### src/hdl/hpwsm_pkg.sv
`default_nettype none

package hpwsm_pkg;

  // Result and divider widths
  localparam int unsigned RpmW = 16;
  localparam int unsigned DenW = 40;

  localparam logic [RpmW-1:0] RpmNumerator = 16'd60000;
  localparam logic [7:0]      PercentBase  = 8'd100;

  // Configuration register map (word index)
  typedef enum logic [2:0] {
    CfgMagnetCount    = 3'd0,
    CfgMinInterval    = 3'd1,
    CfgDebouncePct    = 3'd2,
    CfgStopTimeout    = 3'd3,
    CfgStopMultiplier = 3'd4
  } cfg_idx_e;

  // Reset values
  localparam logic [7:0]  MagnetCountRst    = 8'd20;
  localparam logic [15:0] MinIntervalRst    = 16'd1;
  localparam logic [6:0]  DebouncePctRst    = 7'd50;
  localparam logic [15:0] StopTimeoutRst    = 16'd500;
  localparam logic [3:0]  StopMultiplierRst = 4'd3;

  // Handshake between the sequencer and the serial divider
  typedef struct packed {
    logic            start;
    logic [DenW-1:0] den;
  } div_req_t;

  typedef struct packed {
    logic            done;
    logic [RpmW-1:0] quo;
  } div_rsp_t;

endpackage

`default_nettype wire

### src/hdl/hpwsm_div.sv
`default_nettype none

// Restoring divider: constant numerator over a wide divisor, one quotient bit
// per cycle, MSB first. Divisor must be nonzero.
module hpwsm_div (
  input  wire                   clk_i,
  input  wire                   rst_ni,
  input  hpwsm_pkg::div_req_t   req_i,
  output hpwsm_pkg::div_rsp_t   rsp_o
);

  localparam int unsigned RpmW = hpwsm_pkg::RpmW;
  localparam int unsigned DenW = hpwsm_pkg::DenW;
  localparam int unsigned CntW = $clog2(RpmW);

  logic            busy_q, busy_d;
  logic            done_q, done_d;
  logic [CntW-1:0] cnt_q, cnt_d;
  logic [RpmW-1:0] rem_q, rem_d;
  logic [RpmW-1:0] quo_q, quo_d;
  logic [DenW-1:0] den_q, den_d;

  logic [RpmW:0]   trial;
  logic [RpmW-1:0] trial_sub;
  logic            take;

  always_comb begin
    trial     = {rem_q, hpwsm_pkg::RpmNumerator[cnt_q]};
    take      = {{(DenW-RpmW-1){1'b0}}, trial} >= den_q;
    // remainder after a take stays below the numerator, so 16 bits suffice
    trial_sub = trial[RpmW-1:0] - den_q[RpmW-1:0];

    busy_d = busy_q;
    done_d = 1'b0;
    cnt_d  = cnt_q;
    rem_d  = rem_q;
    quo_d  = quo_q;
    den_d  = den_q;

    if (req_i.start) begin
      busy_d = 1'b1;
      cnt_d  = CntW'(RpmW - 1);
      rem_d  = '0;
      den_d  = req_i.den;
    end else if (busy_q) begin
      rem_d = take ? trial_sub : trial[RpmW-1:0];
      quo_d = {quo_q[RpmW-2:0], take};
      cnt_d = cnt_q - 1'b1;
      if (cnt_q == '0) begin
        busy_d = 1'b0;
        done_d = 1'b1;
      end
    end
  end

  always_ff @(posedge clk_i or negedge rst_ni) begin
    if (!rst_ni) begin
      busy_q <= 1'b0;
      done_q <= 1'b0;
      cnt_q  <= '0;
    end else begin
      busy_q <= busy_d;
      done_q <= done_d;
      cnt_q  <= cnt_d;
    end
  end

  always_ff @(posedge clk_i) begin
    rem_q <= rem_d;
    quo_q <= quo_d;
    den_q <= den_d;
  end

  assign rsp_o.done = done_q;
  assign rsp_o.quo  = quo_q;

endmodule

`default_nettype wire

### src/hdl/hall_pulse_wheel_speed_meter_unit.sv
`default_nettype none

// Channel   Dir  Handshake              Payload
// -------   ---  ---------------------  ---------------------------------------
// in        in   in_valid_i/in_stall_o  opcode_i, now_ms_i
// out       out  out_valid_o/out_stall_i wheel_rpm_o, pulse_accepted_o,
//                                       stop_declared_o
// cfg       in   APB psel/penable/...   5 registers at paddr 4*i
//
// Steps to a valid result: poll S_PROD, S_QTEST, S_OUT; rejected pulse S_PROD,
//   S_SCALE, S_PTEST, S_OUT; accepted pulse also S_DENOM, S_DIV, S_WAIT (the
//   60000/denominator serial divider, one quotient bit per cycle) before S_OUT;
//   a pulse saturating on a zero divisor goes from S_DIV to S_OUT; a pulse or
//   poll with no reference goes straight to S_OUT. The next item can be taken in the cycle after the result is loaded.
// One item is in flight at a time; in_stall_o is high until its result is
//   loaded into the output register, which then waits for the downstream side.
// Reset (rst_ni low, async) clears the speed state and loads register defaults.
// A stalled result holds the sequencer in its last step, not the output.
module hall_pulse_wheel_speed_meter_unit (
  input  wire         clk_i,
  input  wire         rst_ni,

  input  wire         in_valid_i,
  output logic        in_stall_o,
  input  wire         opcode_i,
  input  wire  [31:0] now_ms_i,

  output logic        out_valid_o,
  input  wire         out_stall_i,
  output logic [15:0] wheel_rpm_o,
  output logic        pulse_accepted_o,
  output logic        stop_declared_o,

  input  wire         psel,
  input  wire         penable,
  input  wire         pwrite,
  input  wire  [4:0]  paddr,
  input  wire  [31:0] pwdata,
  output logic [31:0] prdata,
  output logic        pready
);

  localparam int unsigned RpmW = hpwsm_pkg::RpmW;
  localparam int unsigned DenW = hpwsm_pkg::DenW;

  typedef enum logic [3:0] {
    S_IDLE,
    S_PROD,    // shared multiply: last_interval * percent or * multiplier
    S_SCALE,   // shared multiply: diff * 100
    S_PTEST,   // pulse debounce test
    S_QTEST,   // poll stop test
    S_DENOM,   // shared multiply: diff * magnet_count
    S_DIV,     // kick divider or saturate
    S_WAIT,
    S_OUT
  } state_e;

  // ---------------------------------------------------------------- config
  logic [7:0]  magnet_q;
  logic [15:0] min_int_q;
  logic [6:0]  pct_q;
  logic [15:0] stop_to_q;
  logic [3:0]  stop_mul_q;

  logic                  cfg_we;
  hpwsm_pkg::cfg_idx_e   cfg_idx;

  assign pready  = 1'b1;
  assign cfg_we  = psel && penable && pwrite && pready;
  assign cfg_idx = hpwsm_pkg::cfg_idx_e'(paddr[4:2]);

  always_ff @(posedge clk_i or negedge rst_ni) begin
    if (!rst_ni) begin
      magnet_q   <= hpwsm_pkg::MagnetCountRst;
      min_int_q  <= hpwsm_pkg::MinIntervalRst;
      pct_q      <= hpwsm_pkg::DebouncePctRst;
      stop_to_q  <= hpwsm_pkg::StopTimeoutRst;
      stop_mul_q <= hpwsm_pkg::StopMultiplierRst;
    end else if (cfg_we) begin
      case (cfg_idx)
        hpwsm_pkg::CfgMagnetCount:    magnet_q   <= pwdata[7:0];
        hpwsm_pkg::CfgMinInterval:    min_int_q  <= pwdata[15:0];
        hpwsm_pkg::CfgDebouncePct:    pct_q      <= pwdata[6:0];
        hpwsm_pkg::CfgStopTimeout:    stop_to_q  <= pwdata[15:0];
        hpwsm_pkg::CfgStopMultiplier: stop_mul_q <= pwdata[3:0];
        default: ;
      endcase
    end
  end

  always_comb begin
    case (cfg_idx)
      hpwsm_pkg::CfgMagnetCount:    prdata = {24'b0, magnet_q};
      hpwsm_pkg::CfgMinInterval:    prdata = {16'b0, min_int_q};
      hpwsm_pkg::CfgDebouncePct:    prdata = {25'b0, pct_q};
      hpwsm_pkg::CfgStopTimeout:    prdata = {16'b0, stop_to_q};
      hpwsm_pkg::CfgStopMultiplier: prdata = {28'b0, stop_mul_q};
      default:                      prdata = '0;
    endcase
  end

  // ------------------------------------------------------------- datapath
  state_e          state_q;
  logic            op_q;        // 1 = poll
  logic [31:0]     now_q;
  logic [31:0]     diff_q;      // now - last pulse, mod 2^32
  logic [DenW-1:0] prod_q;      // interval * percent, or interval * multiplier
  logic [DenW-1:0] den_q;       // diff * 100, later diff * magnets

  logic            has_ref_q;
  logic [31:0]     last_time_q;
  logic [31:0]     last_int_q;
  logic [RpmW-1:0] speed_q;

  logic [RpmW-1:0] res_rpm_q;
  logic            res_acc_q;
  logic            res_stop_q;

  logic            out_valid_q;
  logic [RpmW-1:0] out_rpm_q;
  logic            out_acc_q;
  logic            out_stop_q;

  // Shared 32x8 multiplier, operands picked by the sequencer step
  logic [31:0]     mul_a;
  logic [7:0]      mul_b;
  logic [DenW-1:0] mul_p;

  always_comb begin
    mul_a = diff_q;
    mul_b = magnet_q;
    case (state_q)
      S_PROD: begin
        mul_a = last_int_q;
        mul_b = op_q ? {4'b0, stop_mul_q} : {1'b0, pct_q};
      end
      S_SCALE: mul_b = hpwsm_pkg::PercentBase;
      default: ;
    endcase
    mul_p = DenW'(mul_a) * DenW'(mul_b);
  end

  // Shared wide compare. Pulse: floor(P/100) <= diff  <=>  P < diff*100 + 100.
  logic [DenW:0] cmp_a;
  logic [DenW:0] cmp_b;
  logic          cmp_ge;

  always_comb begin
    if (op_q) begin
      cmp_a = {{(DenW-31){1'b0}}, diff_q};
      cmp_b = {1'b0, prod_q};
    end else begin
      cmp_a = {1'b0, prod_q};
      cmp_b = {1'b0, den_q} + (DenW+1)'(hpwsm_pkg::PercentBase);
    end
    cmp_ge = cmp_a >= cmp_b;
  end

  logic pulse_ok;
  logic stop_ok;

  assign pulse_ok = (diff_q >= {16'b0, min_int_q}) && ((last_int_q == '0) || !cmp_ge);
  assign stop_ok  = (diff_q >= {16'b0, stop_to_q}) && ((last_int_q == '0) || cmp_ge)
                    && (speed_q != '0);

  // Serial divider
  hpwsm_pkg::div_req_t div_req;
  hpwsm_pkg::div_rsp_t div_rsp;

  assign div_req.start = (state_q == S_DIV) && (den_q != '0);
  assign div_req.den   = den_q;

  hpwsm_div u_div (
    .clk_i  (clk_i),
    .rst_ni (rst_ni),
    .req_i  (div_req),
    .rsp_o  (div_rsp)
  );

  logic out_free;
  assign out_free   = !out_valid_q || !out_stall_i;
  assign in_stall_o = (state_q != S_IDLE);

  // ------------------------------------------------------------ sequencer
  always_ff @(posedge clk_i or negedge rst_ni) begin
    if (!rst_ni) begin
      state_q     <= S_IDLE;
      op_q        <= 1'b0;
      now_q       <= '0;
      diff_q      <= '0;
      prod_q      <= '0;
      den_q       <= '0;
      has_ref_q   <= 1'b0;
      last_time_q <= '0;
      last_int_q  <= '0;
      speed_q     <= '0;
      res_rpm_q   <= '0;
      res_acc_q   <= 1'b0;
      res_stop_q  <= 1'b0;
      out_valid_q <= 1'b0;
      out_rpm_q   <= '0;
      out_acc_q   <= 1'b0;
      out_stop_q  <= 1'b0;
    end else begin
      // S_OUT reloads the output register on the same edge
      if (out_valid_q && !out_stall_i && (state_q != S_OUT)) begin
        out_valid_q <= 1'b0;
      end
      case (state_q)
        S_IDLE: begin
          if (in_valid_i) begin
            op_q       <= opcode_i;
            now_q      <= now_ms_i;
            diff_q     <= now_ms_i - last_time_q;
            res_rpm_q  <= speed_q;
            res_acc_q  <= 1'b0;
            res_stop_q <= 1'b0;
            if (has_ref_q) begin
              state_q <= S_PROD;
            end else begin
              // first pulse only records the reference; poll does nothing
              if (!opcode_i) begin
                has_ref_q   <= 1'b1;
                last_time_q <= now_ms_i;
              end
              state_q <= S_OUT;
            end
          end
        end
        S_PROD: begin
          prod_q  <= mul_p;
          state_q <= op_q ? S_QTEST : S_SCALE;
        end
        S_SCALE: begin
          den_q   <= mul_p;
          state_q <= S_PTEST;
        end
        S_PTEST: begin
          state_q <= pulse_ok ? S_DENOM : S_OUT;
        end
        S_QTEST: begin
          if (stop_ok) begin
            speed_q     <= '0;
            has_ref_q   <= 1'b0;
            last_time_q <= '0;
            last_int_q  <= '0;
            res_rpm_q   <= '0;
            res_stop_q  <= 1'b1;
          end
          state_q <= S_OUT;
        end
        S_DENOM: begin
          den_q   <= mul_p;
          state_q <= S_DIV;
        end
        S_DIV: begin
          if (den_q == '0) begin
            // zero divisor only with out-of-range registers: saturate
            speed_q     <= hpwsm_pkg::RpmNumerator;
            res_rpm_q   <= hpwsm_pkg::RpmNumerator;
            res_acc_q   <= 1'b1;
            last_int_q  <= diff_q;
            last_time_q <= now_q;
            state_q     <= S_OUT;
          end else begin
            state_q <= S_WAIT;
          end
        end
        S_WAIT: begin
          if (div_rsp.done) begin
            speed_q     <= div_rsp.quo;
            res_rpm_q   <= div_rsp.quo;
            res_acc_q   <= 1'b1;
            last_int_q  <= diff_q;
            last_time_q <= now_q;
            state_q     <= S_OUT;
          end
        end
        S_OUT: begin
          if (out_free) begin
            out_valid_q <= 1'b1;
            out_rpm_q   <= res_rpm_q;
            out_acc_q   <= res_acc_q;
            out_stop_q  <= res_stop_q;
            state_q     <= S_IDLE;
          end
        end
        default: state_q <= S_IDLE;
      endcase
    end
  end

  assign out_valid_o      = out_valid_q;
  assign wheel_rpm_o      = out_rpm_q;
  assign pulse_accepted_o = out_acc_q;
  assign stop_declared_o  = out_stop_q;

endmodule

`default_nettype wire
### config.mk
export PLATFORM = sky130hd
export DESIGN_NAME = hall_pulse_wheel_speed_meter_unit
export DESIGN_NICKNAME = d
export VERILOG_FILES = /design/src/hdl/hpwsm_pkg.sv /design/src/hdl/hpwsm_div.sv /design/src/hdl/hall_pulse_wheel_speed_meter_unit.sv
export SDC_FILE = /design/constraint.sdc
export NUM_CORES = 2
export LEC_CHECK = 0
export ABC_AREA = 0
export BUFFER_PORTS_ARGS = -buffer_cell sky130_fd_sc_hd__buf_4
export CAP_MARGIN = 20
export CELL_PAD_IN_SITES_DETAIL_PLACEMENT = 1
export CELL_PAD_IN_SITES_GLOBAL_PLACEMENT = 2
export CORE_ASPECT_RATIO = 1.1
export CORE_UTILIZATION = 37
export DETAILED_ROUTE_END_ITERATION = 10
export MAX_ROUTING_LAYER = met4
export PLACE_DENSITY = 0.8
export SLEW_MARGIN = 20
export SYNTH_ARGS = -nofsm -noshare
export SYNTH_HDL_FRONTEND = slang
export SYNTH_SLANG_ARGS = --single-unit
### constraint.sdc
create_clock -name clk_i -period 7.65 [get_ports clk_i]
set_input_delay 0.765 -clock clk_i [delete_from_list [all_inputs] [get_ports clk_i]]
set_output_delay 0.765 -clock clk_i [all_outputs]
set_load 0.02 [all_outputs]
After elaboration in Yosys (flattened, before gate mapping)
Memories as Yosys holds them, arrays and structs flattened.
Cells that the tools add are included.
{"block": "op_classes", "n_addsub": 4, "n_mul": 1, "n_lt_le_gt_ge": 5, "n_eq_ne": 20, "n_mux": 54, "bitwise_logic": 1, "n_reduce_logical": 42}
{"operator": "$mux 32", "n": 9}
{"operator": "$pmux 32 s4", "n": 1}
{"operator": "$pmux 32 s3", "n": 1}
{"operator": "$mux 16", "n": 5}
{"operator": "$pmux 16 s5", "n": 1}
{"operator": "$ge 32x16->1", "n": 2}
{"operator": "$pmux 16 s4", "n": 1}
{"operator": "$pmux 16 s3", "n": 1}
{"operator": "$add 40x7->41 const B", "n": 1}
{"operator": "$ge 41x41->1", "n": 1}
{"operator": "$mux 41", "n": 1}
{"operator": "$ge 17x40->1", "n": 1}
{"operator": "$logic_not 40->1", "n": 1}
{"operator": "$mul 32x8->40", "n": 1}
{"operator": "$mux 40", "n": 1}
{"operator": "$reduce_bool 40->1", "n": 1}
{"operator": "$pmux 4 s9", "n": 1}
{"operator": "$logic_not 32->1", "n": 1}
{"operator": "$mux 4", "n": 8}
{"operator": "$sub 32x32->32", "n": 1}
{"operator": "$mux 1", "n": 18}
{"operator": "$eq 4x3->1 const B", "n": 4}
{"operator": "$pmux 8 s2", "n": 1}
{"operator": "$reduce_and 2->1", "n": 8}
{"operator": "other kinds (31)", "n": 56}
{"block": "word_totals", "regBits": 396, "romBits": 16, "inputBits": 77, "out_inout_bits": 53, "mem_count": 1}
{"name": "(no name shown)", "words": 16, "width": 1, "rd": 1, "rd_clocked_by_memory_dff": 0, "write_ports": 0, "line_no": "hpwsm_div.sv:28", "text": "trial = {rem_q, hpwsm_pkg::RpmNumerator[cnt_q]};"}

Longest topological paths before layout
{"block": "logic_depth", "ltp_word": 8, "ltp_mapped": 27, "ltp_nobuf": 24}

Modules after synthesis
A second synthesis with hierarchy kept.
{"block": "hier_totals", "hier_cells": 3068, "hier_area_um2": 29763.5}
{"module": "hall_pulse_wheel_speed_meter_unit", "n_inst": 1, "cells_each": 2740, "area_each_um2": 25908.6, "seq_area_each_um2": 7975.1}
{"module": "hpwsm_div", "n_inst": 1, "cells_each": 328, "area_each_um2": 3854.9, "seq_area_each_um2": 2152.1}

Least setup slack after synthesis
No wires, ideal clock.
{"block": "synth_path", "path_type": "reg-to-reg", "from": "register state_q[1]", "to": "register den_q[36]", "setup_ns": 0.133, "t_arrival_ns": 6.604, "required_ns": 7.517, "path_slack_ns": 0.913, "stages_incl_launch_ff": 24, "path_buffers": 3, "synth_period_minus_slack_ns": 6.737, "cell_sequence": "dfrtp_1 > clkbuf_1 > inv_1 > nand3_1 > clkbuf_1 > buf_1 > mux2i_1 > nor2_1 > fa_1 > fa_1 > fa_1 > inv_1 > fa_1 > inv_1 > ha_1 > a2111oi_0 > o21ai_0 > a31o_2 > a22oi_1 > a41oi_1 > a31o_2 > a21oi_1 > xor2_1 > o21ai_0"}
{"block": "synth_via", "elab_chain_cells": 3, "elab_cells_between_ends": 7}
{"element": "from (decl)", "line_no": "hall_pulse_wheel_speed_meter_unit.sv:103", "text": "state_e state_q;"}
{"element": "from (signal assigned)", "line_no": "hall_pulse_wheel_speed_meter_unit.sv:232", "text": "state_q <= op_q ? S_QTEST : S_SCALE;"}
{"element": "from (signal assigned)", "line_no": "hall_pulse_wheel_speed_meter_unit.sv:239", "text": "state_q <= pulse_ok ? S_DENOM : S_OUT;"}
{"element": "$eq 4x2->1 / $eq 4x1->1 (equally long branches)", "line_no": "hall_pulse_wheel_speed_meter_unit.sv:132, hall_pulse_wheel_speed_meter_unit.sv:209"}
{"element": "$pmux 8 s2 / $mux 32 (equally long branches)", "line_no": "hall_pulse_wheel_speed_meter_unit.sv:132", "text": "case (state_q)"}
{"element": "$mul 32x8->40", "line_no": "hall_pulse_wheel_speed_meter_unit.sv:140", "text": "mul_p = DenW'(mul_a) * DenW'(mul_b);"}
{"element": "to (signal assigned)", "line_no": "hall_pulse_wheel_speed_meter_unit.sv:235", "text": "den_q <= mul_p;"}
{"element": "to (signal assigned)", "line_no": "hall_pulse_wheel_speed_meter_unit.sv:253", "text": "den_q <= mul_p;"}
{"element": "to (decl)", "line_no": "hall_pulse_wheel_speed_meter_unit.sv:108", "text": "logic [DenW-1:0] den_q;"}
Parallel ways exist; a longest one is shown, timed or not.
A chain may end at the register's enable or synchronous reset.

Final worst setup path
{"block": "layout_path", "from": "register state_q[1]", "to": "register den_q[37]"}
Same word-level chain as after synthesis.

==> impl_metrics.toml <==
[synth]
yosysTopAreaCell = "dfrtp_1"
ys_seq_elements = 396
synth_warnings = 0
yosys.area.top_type_share = 0.261
avgSynthCellArea_um2 = 9.25
ys_seq_area_frac = 0.341
synth_edf_count = 56
netlist_area_mm2 = 0.0297
synth_most_common_cell = "nand2_1"
ys_types = 82
async_flop_share = 0.818
syn_inst = 3208
synth_top_flop_cell = "dfrtp_1"
synth_area_leaders = "dfrtp_1 26%, fa_1 12%, ha_1 7.7%"
yosys-top-cells-count = "431 x nand2_1, 372 x inv_1, 310 x dfrtp_1"

[timing]
period_needed_ps = 7180
setup_tns_ps = 0
slew_headroom = 0.303
fin_crit_sh = 0.938
fin_ws_ps = 473
holdWs_ps = 176
finalHoldViolCount = 0
finClkSkew_ps = 41.7
max_slew.worst_pin.slew_ps = 1050
fmaxAchievable_ghz = 0.139
slew_viol_final = 0
rsz0062_at_grt = "false"
setup_viol = 0

[global_routing]
grt_pass1_wl_um = 141000
grt_use_total = 0.223
use_met2 = 0.385
met3_usage = 0.0252
grt_max_degree = 151
grt_pass1_vias = 25700
grt.busiest_layer = "met2"
grt_overflow_total = 0
grt_use_met1 = 0.270
antenna_found_initial = 0

[finish]
final_area_mm2 = 0.0333
stdcell_count = 4363
area_delta_synth_final_pct = 12.1
drive_gt1_frac = 0.119
final_nets = 3724
utilization = 0.420
diodes = 0

[place]
gp_congestion = 0.873
dp_slack_ps = 386
postPlaceCellArea_mm2 = 0.0317
dp_hpwl_um = 65800
dp_cells = 4278
io_buffers = 94

[cts]
cts_made_buffers = 47
post-cts-setup-buffers = 0
root_buffer = "clkbuf_16"
cts_tree = "yes"
clk_latency_ps = 620
clock_sinks = 396
clk_path_buf_depth = 3
path_clk_slew_ps = 60
htreeDepth = 2

[drt]
antenna_left = 0
num_vias = 23100
wl_per_cell_um = 19.8
routed_wirelength_um = 86400
first_iter_violations = 1266
vias_per_cell = 5.30
firstDrtPassIters = 5
drc = 0

[worst_setup_path]
path_cells = "inv_1 > nand3_4 > buf_12 > mux2i_1 > nor2_1 > fa_1 > fa_1 > fa_1 > inv_1 > fa_1 > inv_1 > ha_1 > a21oi_1 > nand2_1 > a2111oi_0 > a211oi_1 > a21oi_1 > a31oi_1 > nor2_1 > xor2_1 > o21ai_0"
cpMostUsedCell = "fa_1"
path_max_fanout = 36
ff2ff_path_depth = 21
endpoint_kind = "flip-flop"
start_kind = "flip-flop"
critPathSlowestCell = "mux2i_1"
rr_endpoint = "den_q[37]"
required_ps = 8070
cp_slowest_stage_delay_ps = 760
crit_arrival_ps = 7600
r2r_slack_ps = 470
regToRegStartpoint = "state_q[1]"
critical_path_class = "flip-flop to flip-flop"

[floorplan]
num_rows = 108
die_width_um = 272
core_mm2 = 0.0792
initial_core_util = 0.375
dieHeight_um = 299
dieArea_mm2 = 0.0813
ios = 130

[pwr]
combPwrFrac = 0.637
power_per_cell_area_mw_per_mm2 = 492
ir_worst_vdd_mv = 0.256
p_switching_mw = 8.19
p_leak_nw = 15.9
power.total_mw = 16.4
p_int_mw = 8.17
pwr-share-clk = 0.139
swShare = 0.500
pwr-share-seq = 0.224

[status]
status = "finished clean"

[flow_run]
cap_violations = 0

[worst_hold_path]
hold_class = "input port to asynchronous set/reset pin"
-- worst max-delay path, delay by kind of cell, from the launching register on --
| family | cells | cell delay [ps] |
|---|---|---|
| XOR/XNOR | 1 | 260 |
| flip-flops | 1 | 600 |
| AO/OA/AOI/OAI | 6 | 1540 |
| adder cells (fa/ha/maj) | 5 | 2490 |
| AND/OR/NAND/NOR | 4 | 670 |
| multiplexers | 1 | 760 |
| buffers and inverters | 4 | 640 |
-- state kept, by name, indices dropped and copies added, names as in the netlist, 7 cells and up --
register,cells
den_q,40
diff_q,32
last_int_q,32
last_time_q,32
magnet_q,8
min_int_q,16
now_q,32
pct_q,7
prod_q,40
res_rpm_q,16
speed_q,16
stop_to_q,16
u_div.den_q,40
u_div.quo_q,16
u_div.rem_q,16
wheel_rpm_o,16
-- cells by family (layout without fill, tap and decap cells) --
logic type,count (synthesis),count (layout),share of synthesized area
and+or+nand+nor,981,981,0.145
DFF,396,396,0.341
muxes,246,246,0.0895
xor gates and xnor gates,102,102,0.0301
other,2,17,0.000253
adders and majority gates,365,365,0.200
buffers and inverters,518,613,0.0699
AOI/OAI and AO/OA,598,598,0.124
-- what timing repair did --
item	in CTS	in global routing
hold buffers	0	0
hold endpoints to repair	0	0
setup endpoints to repair	0	4
resized for setup	0	6
-- cell type report --
| type | instances | area [µm²] |
|---|---|---|
| fill | 9182 | 45900 |
| multi-input combinational | 2309 | 17700 |
| sequential | 396 | 10100 |
| inverter | 373 | 1400 |
| clock buffer | 69 | 1390 |
| tap | 1045 | 1310 |
| timing repair buffer | 155 | 1210 |
| clock inverter | 16 | 163 |
-- how the worst max path moves through the flow --
stage          startpoint          to  slack (ps)  depth (start not counted)
6_report       state_q[1]   den_q[37]         470                         21
4_1_cts        state_q[1]  prod_q[38]         330                         21
3_5_place_dp   state_q[1]  prod_q[38]         390                         21
3_3_place_gp   state_q[1]  prod_q[38]         610                         21
2_1_floorplan  state_q[1]   den_q[36]         910                         23
5_1_grt        state_q[1]   den_q[37]          20                         21
-- power groups by stage --
| stage | Sequential (mW) | Combinational, mW | Clock [mW] |
|---|---|---|---|
| after floorplan | 3.41 | 7.40 | 0 |
| after global placement | 3.65 | 10.0 | 0 |
| after detailed placement | 3.69 | 10.5 | 0 |
| after CTS | 3.66 | 10.5 | 2.32 |
| after global routing | 3.76 | 11.8 | 2.40 |
| final | 3.67 | 10.4 | 2.27 |
-- placed cells by master, fill, tap and decap left out, types with 40 or more instances in the layout --
cell type / Yosys / layout
nand3_1: 43 / 41
xnor2_1: 50 / 50
edfxtp_1: 56 / 56
nand2_1: 431 / 431
inv_1: 372 / 372
ha_1: 183 / 183
mux2_2: 101 / 101
buf_4: 17 / 151
xor2_1: 52 / 52
a21oi_1: 140 / 139
o21ai_0: 199 / 198
a21o_1: 50 / 49
nor2_1: 291 / 291
a22oi_1: 41 / 40
mux2i_1: 124 / 118
dfrtp_1: 310 / 309
clkbuf_16: 0 / 47
fa_1: 182 / 182
-- layer usage --
layer  routed length (µm)  vias up
met4                 3120        0
met2                43200      366
met3                 2800      157
met5                    0        -
met1                37200    11700
li1                     -    10900
Power figures use the tool's default switching activity.
